### src/rtl/core/ild_pkg.sv
// Shared types, opcode constants and opcode table functions of the instruction length decoder.
`default_nettype none

package ild_pkg;

	// Decode phase of the current instruction, one-hot
	typedef enum logic [5:0] {
		PH_PREFIX = 6'b000001,
		PH_ESC2   = 6'b000010,
		PH_ESC3   = 6'b000100,
		PH_MODRM  = 6'b001000,
		PH_SIB    = 6'b010000,
		PH_TAIL   = 6'b100000
	} phase_t;

	// Opcode escape seen before the opcode byte
	typedef enum logic [1:0] {
		ESC_NONE = 2'd0,
		ESC_0F   = 2'd1,
		ESC_0F38 = 2'd2,
		ESC_0F3A = 2'd3
	} esc_t;

	// Per-instruction decode state
	typedef struct packed {
		phase_t     phase;
		logic [3:0] seen;
		logic       addr_ovr;
		logic       rex_w;
		logic [7:0] opcode;
		esc_t       esc;
		logic [1:0] modf;
		logic [3:0] tail;
	} ild_state_t;

	localparam ild_state_t STATE_CLEAR = '{
		phase:    PH_PREFIX,
		seen:     4'd0,
		addr_ovr: 1'b0,
		rex_w:    1'b0,
		opcode:   8'h00,
		esc:      ESC_NONE,
		modf:     2'd0,
		tail:     4'd0
	};

	// Input beat held in the input register
	typedef struct packed {
		logic       valid;
		logic [7:0] code;
		logic       restart;
	} beat_t;

	// Result of one decode step
	typedef struct packed {
		logic       emit;
		logic [3:0] len;
		logic       too_long;
	} result_t;

	localparam logic [7:0] OP_ESC      = 8'h0F;
	localparam logic [7:0] OP_ESC_38   = 8'h38;
	localparam logic [7:0] OP_ESC_3A   = 8'h3A;
	localparam logic [7:0] PFX_ADDR    = 8'h67;
	localparam logic [7:0] REX_LO      = 8'h40;
	localparam logic [7:0] REX_HI      = 8'h4F;

	localparam logic [1:0] MOD_NONE    = 2'd0;
	localparam logic [1:0] MOD_DISP8   = 2'd1;
	localparam logic [1:0] MOD_DISP32  = 2'd2;
	localparam logic [1:0] MOD_REG     = 2'd3;
	localparam logic [2:0] RM_SIB      = 3'd4;
	localparam logic [2:0] RM_DISP     = 3'd5;

	function automatic logic is_legacy_prefix(input logic [7:0] b);
		return b == 8'hF0 || b == 8'hF2 || b == 8'hF3 || b == 8'h2E || b == 8'h36 ||
		       b == 8'h3E || b == 8'h26 || b == 8'h64 || b == 8'h65 || b == 8'h66;
	endfunction

	function automatic logic is_rex(input logic [7:0] b);
		return b >= REX_LO && b <= REX_HI;
	endfunction

	// One-byte opcodes followed by ModRM
	function automatic logic takes_modrm(input logic [7:0] op);
		return (op < 8'h40 && op[2:0] < 3'd4) ||
		       op == 8'h62 || op == 8'h63 || op == 8'h69 || op == 8'h6B ||
		       op[7:4] == 4'h8 ||
		       op == 8'hC0 || op == 8'hC1 || (op >= 8'hC4 && op <= 8'hC7) ||
		       (op >= 8'hD0 && op <= 8'hD3) || (op >= 8'hD8 && op <= 8'hDF) ||
		       op == 8'hF6 || op == 8'hF7 || op == 8'hFE || op == 8'hFF;
	endfunction

	// Two-byte opcodes with nothing after them
	function automatic logic two_byte_bare(input logic [7:0] op);
		return op == 8'h05 || op == 8'h07 || op == 8'h0B ||
		       (op >= 8'h30 && op <= 8'h35) || op == 8'h37 || op == 8'h77 ||
		       op == 8'hA0 || op == 8'hA1 || op == 8'hA2 || op == 8'hA8 ||
		       op == 8'hA9 || op == 8'hAA;
	endfunction

	// Immediate bytes after the ModRM, SIB and displacement group
	function automatic logic [3:0] imm_after_modrm(input logic [7:0] op, input esc_t esc);
		logic [3:0] r;
		r = 4'd0;
		if (esc == ESC_0F3A) begin
			r = 4'd1;
		end else if (esc == ESC_NONE) begin
			case (op) inside
				8'h80, 8'h82, 8'h83, 8'h6B, 8'hC6, 8'hF6: r = 4'd1;
				8'h81, 8'h69, 8'hC7, 8'hF7:               r = 4'd4;
				default:                                  r = 4'd0;
			endcase
		end
		return r;
	endfunction

	// Immediate bytes of a one-byte opcode without ModRM
	function automatic logic [3:0] plain_imm(input logic [7:0] op, input logic rex_w,
	                                         input logic addr_ovr);
		logic [3:0] r;
		case (op) inside
			[8'h70:8'h7F]:                r = 4'd1;
			8'hE8, 8'hE9, 8'h68:          r = 4'd4;
			8'hEB, 8'h6A, 8'hCD:          r = 4'd1;
			[8'hB0:8'hB7]:                r = 4'd1;
			[8'hB8:8'hBF]:                r = rex_w ? 4'd8 : 4'd4;
			8'hC2, 8'hCA:                 r = 4'd2;
			8'hC8:                        r = 4'd3;
			[8'hA0:8'hA3]:                r = addr_ovr ? 4'd4 : 4'd8;
			default:                      r = 4'd0;
		endcase
		return r;
	endfunction

endpackage

`default_nettype wire

### src/rtl/core/ild_in_stage.sv
// Input register of the instruction length decoder.
`default_nettype none

module ild_in_stage (
	input  logic           clk,
	input  logic           arst_n,
	input  logic           byte_valid,
	input  logic [7:0]     code_byte,
	input  logic           restart,
	input  logic           advance,
	output logic           byte_stall,
	output ild_pkg::beat_t beat_s1
);
	import ild_pkg::*;

	logic       valid_s1;
	logic [7:0] code_s1;
	logic       restart_s1;

	// Hold off the sender while a beat waits on a blocked result register
	assign byte_stall = valid_s1 && !advance;

	// Track occupancy of the input register
	always_ff @(posedge clk or negedge arst_n) begin
		if (!arst_n) begin
			valid_s1 <= 1'b0;
		end else if (!byte_stall) begin
			valid_s1 <= byte_valid;
		end
	end

	// Capture the payload of an accepted beat
	always_ff @(posedge clk) begin
		if (byte_valid && !byte_stall) begin
			code_s1    <= code_byte;
			restart_s1 <= restart;
		end
	end

	assign beat_s1 = '{valid: valid_s1, code: code_s1, restart: restart_s1};

endmodule

`default_nettype wire

### src/rtl/core/ild_core.sv
// Per-byte decode logic and instruction state of the instruction length decoder.
`default_nettype none

module ild_core #(
	parameter int MAX_INSN_LEN = 15
) (
	input  logic             clk,
	input  logic             arst_n,
	input  logic             step,
	input  ild_pkg::beat_t   beat_s1,
	output ild_pkg::result_t res
);
	import ild_pkg::*;

	localparam logic [3:0] MaxLen = 4'(MAX_INSN_LEN);

	ild_state_t st_q;
	ild_state_t cur;
	ild_state_t nxt;
	ild_state_t nxt_fin;
	logic [7:0] b;
	logic [3:0] seen;
	logic [3:0] disp;
	logic [3:0] n;
	logic       to_tail;
	logic       done;
	logic       cut;

	assign b = beat_s1.code;

	// Decode one code byte against the held state
	always_comb begin
		cur = st_q;
		if (beat_s1.restart) begin
			cur = STATE_CLEAR;
		end
		seen    = cur.seen + 4'd1;
		nxt     = cur;
		done    = 1'b0;
		to_tail = 1'b0;
		disp    = 4'd0;
		n       = 4'd0;
		unique case (cur.phase)
			PH_ESC2: begin
				nxt.opcode = b;
				if (b[7:4] == 4'h8) begin
					to_tail = 1'b1;
					n       = 4'd4;
				end else if (two_byte_bare(b)) begin
					done = 1'b1;
				end else if (b == OP_ESC_38 || b == OP_ESC_3A) begin
					nxt.esc   = (b == OP_ESC_38) ? ESC_0F38 : ESC_0F3A;
					nxt.phase = PH_ESC3;
				end else begin
					nxt.esc   = ESC_0F;
					nxt.phase = PH_MODRM;
				end
			end
			PH_ESC3: begin
				nxt.opcode = b;
				nxt.phase  = PH_MODRM;
			end
			PH_MODRM: begin
				nxt.modf = b[7:6];
				if (b[7:6] != MOD_REG && b[2:0] == RM_SIB) begin
					nxt.phase = PH_SIB;
				end else begin
					if (b[7:6] == MOD_NONE && b[2:0] == RM_DISP) begin
						disp = 4'd4;
					end else if (b[7:6] == MOD_DISP8) begin
						disp = 4'd1;
					end else if (b[7:6] == MOD_DISP32) begin
						disp = 4'd4;
					end
					to_tail = 1'b1;
					n       = disp + imm_after_modrm(cur.opcode, cur.esc);
				end
			end
			PH_SIB: begin
				if (cur.modf == MOD_NONE && b[2:0] == RM_DISP) begin
					disp = 4'd4;
				end else if (cur.modf == MOD_DISP8) begin
					disp = 4'd1;
				end else if (cur.modf == MOD_DISP32) begin
					disp = 4'd4;
				end
				to_tail = 1'b1;
				n       = disp + imm_after_modrm(cur.opcode, cur.esc);
			end
			PH_TAIL: begin
				nxt.tail = cur.tail - 4'd1;
				done     = (nxt.tail == 4'd0);
			end
			PH_PREFIX: begin
				if (is_legacy_prefix(b)) begin
					nxt = cur;
				end else if (b == PFX_ADDR) begin
					nxt.addr_ovr = 1'b1;
				end else if (is_rex(b)) begin
					nxt.rex_w = b[3];
				end else begin
					nxt.opcode = b;
					nxt.esc    = ESC_NONE;
					if (b == OP_ESC) begin
						nxt.phase = PH_ESC2;
					end else if (takes_modrm(b)) begin
						nxt.phase = PH_MODRM;
					end else begin
						to_tail = 1'b1;
						n       = plain_imm(b, cur.rex_w, cur.addr_ovr);
					end
				end
			end
			default: begin
				nxt = cur;
			end
		endcase

		// Enter the tail, or end here when nothing follows
		if (to_tail) begin
			if (n == 4'd0) begin
				done = 1'b1;
			end else begin
				nxt.tail  = n;
				nxt.phase = PH_TAIL;
			end
		end

		cut = !done && (seen >= MaxLen);
		if (done || cut) begin
			nxt_fin = STATE_CLEAR;
		end else begin
			nxt_fin      = nxt;
			nxt_fin.seen = seen;
		end
	end

	assign res = '{emit: step && (done || cut), len: seen, too_long: cut};

	// Advance the instruction state once per decoded beat
	always_ff @(posedge clk or negedge arst_n) begin
		if (!arst_n) begin
			st_q <= STATE_CLEAR;
		end else if (step) begin
			st_q <= nxt_fin;
		end
	end

	// An instruction in progress never holds the cut-off length
	a_seen_below_max: assert property (@(posedge clk) disable iff (!arst_n)
		st_q.seen < MaxLen)
		else $error("byte count reached the maximum without a result");

	// A result leaves the decoder ready for a fresh instruction
	a_clear_after_emit: assert property (@(posedge clk) disable iff (!arst_n)
		res.emit |=> (st_q.seen == 4'd0 && st_q.phase == PH_PREFIX))
		else $error("state not cleared after a result");

	// The tail phase always has bytes left to take
	a_tail_nonzero: assert property (@(posedge clk) disable iff (!arst_n)
		st_q.phase == PH_TAIL |-> st_q.tail != 4'd0)
		else $error("tail phase with no bytes left");

endmodule

`default_nettype wire

### src/rtl/core/x86_64_instruction_length_decoder_top.sv
// Top level of the x86-64 instruction length decoder: input register, decode core, result register.
//
//  channel | handshake               | payload
//  --------+-------------------------+----------------------------
//  byte    | byte_valid / byte_stall | code_byte[7:0], restart
//  len     | len_valid  / len_stall  | insn_length[3:0], too_long
//
// One code byte is taken per clock while byte_stall is low; the decode state updates once per byte.
// A result on len is registered in the result register after its last byte has left the input register.
// The state loop through the decode core sets the rate of one byte per cycle while byte is not stalled.
// Reset (arst_n low) clears the decode state and both valid flags.
// While len is stalled with a result held, byte stalls once the input register is full.
`default_nettype none

module x86_64_instruction_length_decoder_top #(
	parameter int MAX_INSN_LEN = 15
) (
	input  logic       clk,
	input  logic       arst_n,
	input  logic       byte_valid,
	output logic       byte_stall,
	input  logic [7:0] code_byte,
	input  logic       restart,
	output logic       len_valid,
	input  logic       len_stall,
	output logic [3:0] insn_length,
	output logic       too_long
);
	import ild_pkg::*;

	beat_t      beat_s1;
	result_t    res;
	logic       advance;
	logic       step;
	logic       len_valid_q;
	logic [3:0] insn_length_q;
	logic       too_long_q;

	// Move the input register on when the result register can take a beat
	assign advance = !len_valid_q || !len_stall;
	assign step    = beat_s1.valid && advance;

	ild_in_stage u_in (
		.clk        (clk),
		.arst_n     (arst_n),
		.byte_valid (byte_valid),
		.code_byte  (code_byte),
		.restart    (restart),
		.advance    (advance),
		.byte_stall (byte_stall),
		.beat_s1    (beat_s1)
	);

	ild_core #(
		.MAX_INSN_LEN (MAX_INSN_LEN)
	) u_core (
		.clk     (clk),
		.arst_n  (arst_n),
		.step    (step),
		.beat_s1 (beat_s1),
		.res     (res)
	);

	// Result register valid
	always_ff @(posedge clk or negedge arst_n) begin
		if (!arst_n) begin
			len_valid_q <= 1'b0;
		end else if (advance) begin
			len_valid_q <= res.emit;
		end
	end

	// Result register payload
	always_ff @(posedge clk) begin
		if (advance && res.emit) begin
			insn_length_q <= res.len;
			too_long_q    <= res.too_long;
		end
	end

	assign len_valid   = len_valid_q;
	assign insn_length = insn_length_q;
	assign too_long    = too_long_q;

	// A cut-off instruction always reports the maximum length
	a_cut_len: assert property (@(posedge clk) disable iff (!arst_n)
		(len_valid_q && too_long_q) |-> insn_length_q == 4'(MAX_INSN_LEN))
		else $error("cut-off result with wrong length");

	// A held result blocks the input register from moving
	a_hold_blocks: assert property (@(posedge clk) disable iff (!arst_n)
		(len_valid_q && len_stall && beat_s1.valid) |-> byte_stall)
		else $error("input accepted while a full input register is blocked");

	// A result beat never reports zero bytes
	a_len_nonzero: assert property (@(posedge clk) disable iff (!arst_n)
		len_valid_q |-> insn_length_q != 4'd0)
		else $error("zero-length result");

endmodule

`default_nettype wire
### config.mk
export PLATFORM = sky130hd
export DESIGN_NAME = x86_64_instruction_length_decoder_top
export DESIGN_NICKNAME = d
export VERILOG_FILES = /design/src/rtl/core/ild_pkg.sv /design/src/rtl/core/ild_in_stage.sv /design/src/rtl/core/ild_core.sv /design/src/rtl/core/x86_64_instruction_length_decoder_top.sv
export SDC_FILE = /design/constraint.sdc
export NUM_CORES = 1
export LEC_CHECK = 0
export ABC_AREA = 1
export BUFFER_PORTS_ARGS = -buffer_cell sky130_fd_sc_hd__clkbuf_2
export CORE_MARGIN = 4
export CORE_UTILIZATION = 67
export CTS_BUF_LIST = sky130_fd_sc_hd__clkbuf_8
export DETAILED_ROUTE_END_ITERATION = 8
export PLACE_DENSITY = 0.95
export SYNTH_ARGS = -nofsm -noshare
export SYNTH_HDL_FRONTEND = slang
export SYNTH_SLANG_ARGS = --single-unit
export TNS_END_PERCENT = 5
### constraint.sdc
create_clock -name clk -period 7.9 [get_ports clk]
set_input_delay 0.79 -clock clk [delete_from_list [all_inputs] [get_ports clk]]
set_output_delay 0.79 -clock clk [all_outputs]
set_load 0.05 [all_outputs]
==> metrics.md <==
| Metric | Value |
|---|---|
| Status | `complete, no violations` |
| Placed cells | `586` |
| Time the worst path needs with I/O delays and setup | `a little over 4 ns` |
| Row cnt | `26` |
| Setup TNS | `0 ns` |
| Port bufs | `19` |
| Htree depth | `2` |
| FF-to-FF path depth | `16` |
| Die width | `80.46 µm` |
| Total Routing Usage GR | `33.10%` |
| ANT nets after route | `0` |
| Finished Layout Cells | `594` |
| WS Path Type | `flop to flop` |
| Gpl congestion | `1.013` |
| Cell-by-cell listing of the critical path | `inv_2 > nand2_1 > nor2_1 > o211ai_1 > nand2_1 > o21ai_0 > nand2_1 > nor4_1 > ha_1 > nand4_1 > nand2_1 > nor2_1 > nand2_1 > nor2_4 > nand3_4 > a21oi_2` |
| Avg WL per Cell | `16.41 µm` |
| Critical-path maximum fanout | `21` |
| CTS tree | `done` |
| Setup slack, reg-to-reg | `3.82 ns` |
| Pleak | `0.001895 µW` |
| Async set-reset flop share out of synthesis | `between 60% and 70%` |
| PD cells | `287.6 nW/µm²` |
| Worst path bufs/invs | `1` |
| Total die area | `6473 µm²` |
| WHS Path Cells | `2` |
| Number of synthesized register bits | `44` |
| VDD IR max | `0.2487 mV` |
| HP Class | `flop to flop` |
| Via density | `5.978` |
| Least-Margin Pin Slew | `0.8238 ns` |
| Area Growth Syn to Fin | `5.621%` |
| Syn_nets | `between 500 and 600` |
| GR Overflow Total | `0` |
| Leading cell types by count after synthesis | `nand2_1, nor2_1, inv_1, nand3_1, dfrtp_1` |
| Gate Count Post-Synth | `509` |
| Final Setup Violations | `0` |
| CTS clock-pin slew for the worst setup and hold paths | `0.10 ns` |
| Cell mode on critical path | `nand2_1` |
| Mapped Area | `3517 µm²` |
| Most used DFF post-synth | `dfrtp_1` |
| Via count | `3551` |
| R2r endpoint | `insn_length[0]` |
| Syn_area_per_cell | `6.910 µm²` |
| Synth top area share | `20.63%` |
| CTS Sinks | `44` |
| Share of cells above drive strength 1 | `approximately 15%` |
| Hold Path End | `u_core.st_q[22]` |
| Pre-antenna DRT Iters | `5` |
| Arrival @ worst endpoint | `4.05 ns` |
| CP max stage cell | `edfxtp_1` |
| Overall Power | `1068 µW` |
| Final Hold Violating Endpoints | `0` |
| Clock buffer depth | `2` |
| Fin. max-slew vios | `0` |
| Reg2Reg Launch Point | `u_in.restart_s1` |
| Count leader, synth | `nand2_1` |
| Yosys warns | `0` |
| Post-DP HPWL | `7281 µm` |
| Final Cycle Share | `51.60%` |
| Register area share after synthesis | `around a third` |
| CP Data Required Time | `7.88 ns` |
| Largest net degree at the start of global routing | `33` |
| Distinct cells, synth | `44` |
| Ant diodes | `0` |
| Most area-consuming cells after synthesis | `dfrtp_1, nand2_1, edfxtp_1` |
| Resize count post-CTS | `0` |
| Routed wire length | `9748 µm` |
| Initial Util | `68.86%` |
| Buffer count from post-CTS setup fixing | `0` |
| Core area | `5107 µm²` |
| Die Height | `80.46 µm` |
| Crit path largest cell delay | `0.86 ns` |
| GRT met1 Usage | `46.24%` |
| Vias in the first global route | `3266` |
| Max frequency | `245.3 MHz` |
| Final core utilization | `72.73%` |
| Worst Skew | `0.01308 ns` |
| Yosys top cell by area | `dfrtp_1` |
| First-pass GRT wire length | `between 15000 and 20000 µm` |
| Io pins | `20` |
| Met3 usage | `6.278%` |
| Worst path top cell family by delay | `simple AND/OR/NAND/NOR gates` |
| EDFF count, synth | `14` |
| Final #Nets | `544` |
| Setup crit start kind | `flop` |
| Max Cap Viol | `0` |
| RSZ-0062 raised after global routing | `false` |
| Hold buffers post-CTS | `0` |
| Crit. End Element | `flop` |
| Met2 Use GR | `between 50% and 60%` |
| Hold path start | `u_core.st_q[22]` |
| Relative slew slack | `45.08%` |
| DRC | `0` |
| Gr busiest metal | `met2` |
| Clock root cell | `clkbuf_8` |
| Starting DRT DRC Count | `425` |
| TritonCTS Buffers | `5` |
| Antenna violations before repair | `0` |
| Clk_lat worst skew | `0.31 ns` |
-- state kept, by name (all words and copies together) (netlist names) --
register / flops
insn_length: 4
len_valid: 1
too_long: 1
u_core.st_q: 28
u_in.code_s1: 8
u_in.restart_s1: 1
u_in.valid_s1: 1
-- power by group --
part | internal [µW] | leakage [µW] | switching, µW | total (µW)
clock network | 95.4 | 0.0000548 | 87.2 | 183
logic | 153 | 0.00131 | 388 | 541
registers | 298 | 0.000534 | 46.2 | 344
-- per-layer routing --
layer / share of wire, % / routed length (µm)
met5: 0 / 0
met4: 4.3 / 416
met3: 9.2 / 900
met2: 44 / 4324
met1: 42 / 4106
-- placed cells by master, fill, tap and decap left out, types with 14 or more instances in the layout --
cell type	instances
clkbuf_2	19
o21ai_0	16
nand2_1	116
nand4_1	17
dfrtp_1	29
nor2_1	82
nand3_1	47
edfxtp_1	14
inv_1	68
-- worst register-to-register path: stages, from the launching register on --
cell,delay (ns)
edfxtp_1,0.86
inv_2,0.32
nand2_1,0.16
nor2_1,0.06
o211ai_1,0.20
nand2_1,0.08
o21ai_0,0.07
nand2_1,0.09
nor4_1,0.43
ha_1,0.31
nand4_1,0.08
nand2_1,0.06
nor2_1,0.08
nand2_1,0.11
nor2_4,0.22
nand3_4,0.24
a21oi_2,0.38
-- area by class of cell --
type,instances,area [µm²]
clock buffer,5,68.82
clock inverter,3,46.29
fill,413,1393
inverter,80,305.3
multi-input combinational,372,1932
sequential,44,1172
tap,70,87.58
timing repair buffer,20,102.6
-- stage by stage --
step                      hold slack [ns]  cell area, µm²  setup WS (ns)
after floorplan                    0.4494            3517          4.918
final                              0.4813            3715          3.824
after CTS                          0.4817            3715          3.915
after detailed placement           0.4655            3600          3.932
after global placement             0.4648            3600          4.101
after global routing               0.5190            3715          3.506
-- how the worst max path moves through the flow --
stage                                from        endpoint  slack, ns  depth (start not counted)
after global routing      u_in.restart_s1  insn_length[0]       3.51                         16
after CTS                 u_in.restart_s1  insn_length[0]       3.92                         16
after floorplan           u_in.restart_s1  insn_length[0]       4.92                         16
final                     u_in.restart_s1  insn_length[0]       3.82                         16
after detailed placement  u_in.restart_s1  insn_length[1]       3.93                         16
after global placement    u_in.restart_s1  insn_length[0]       4.10                         16
-- logic make-up (layout without fill, tap and decap cells) --
family / Yosys count / in the layout / synth area share, %
and+or+nand+nor: 294 / 294 / 38.07
muxes: 1 / 1 / 0.3201
adders and majority gates: 8 / 8 / 2.846
AOI/OAI and AO/OA: 66 / 66 / 12.95
DFF: 44 / 44 / 33.33
xor gates and xnor gates: 3 / 3 / 0.7472
buffers and inverters: 93 / 108 / 11.74
(Power assumes the default switching activity.)
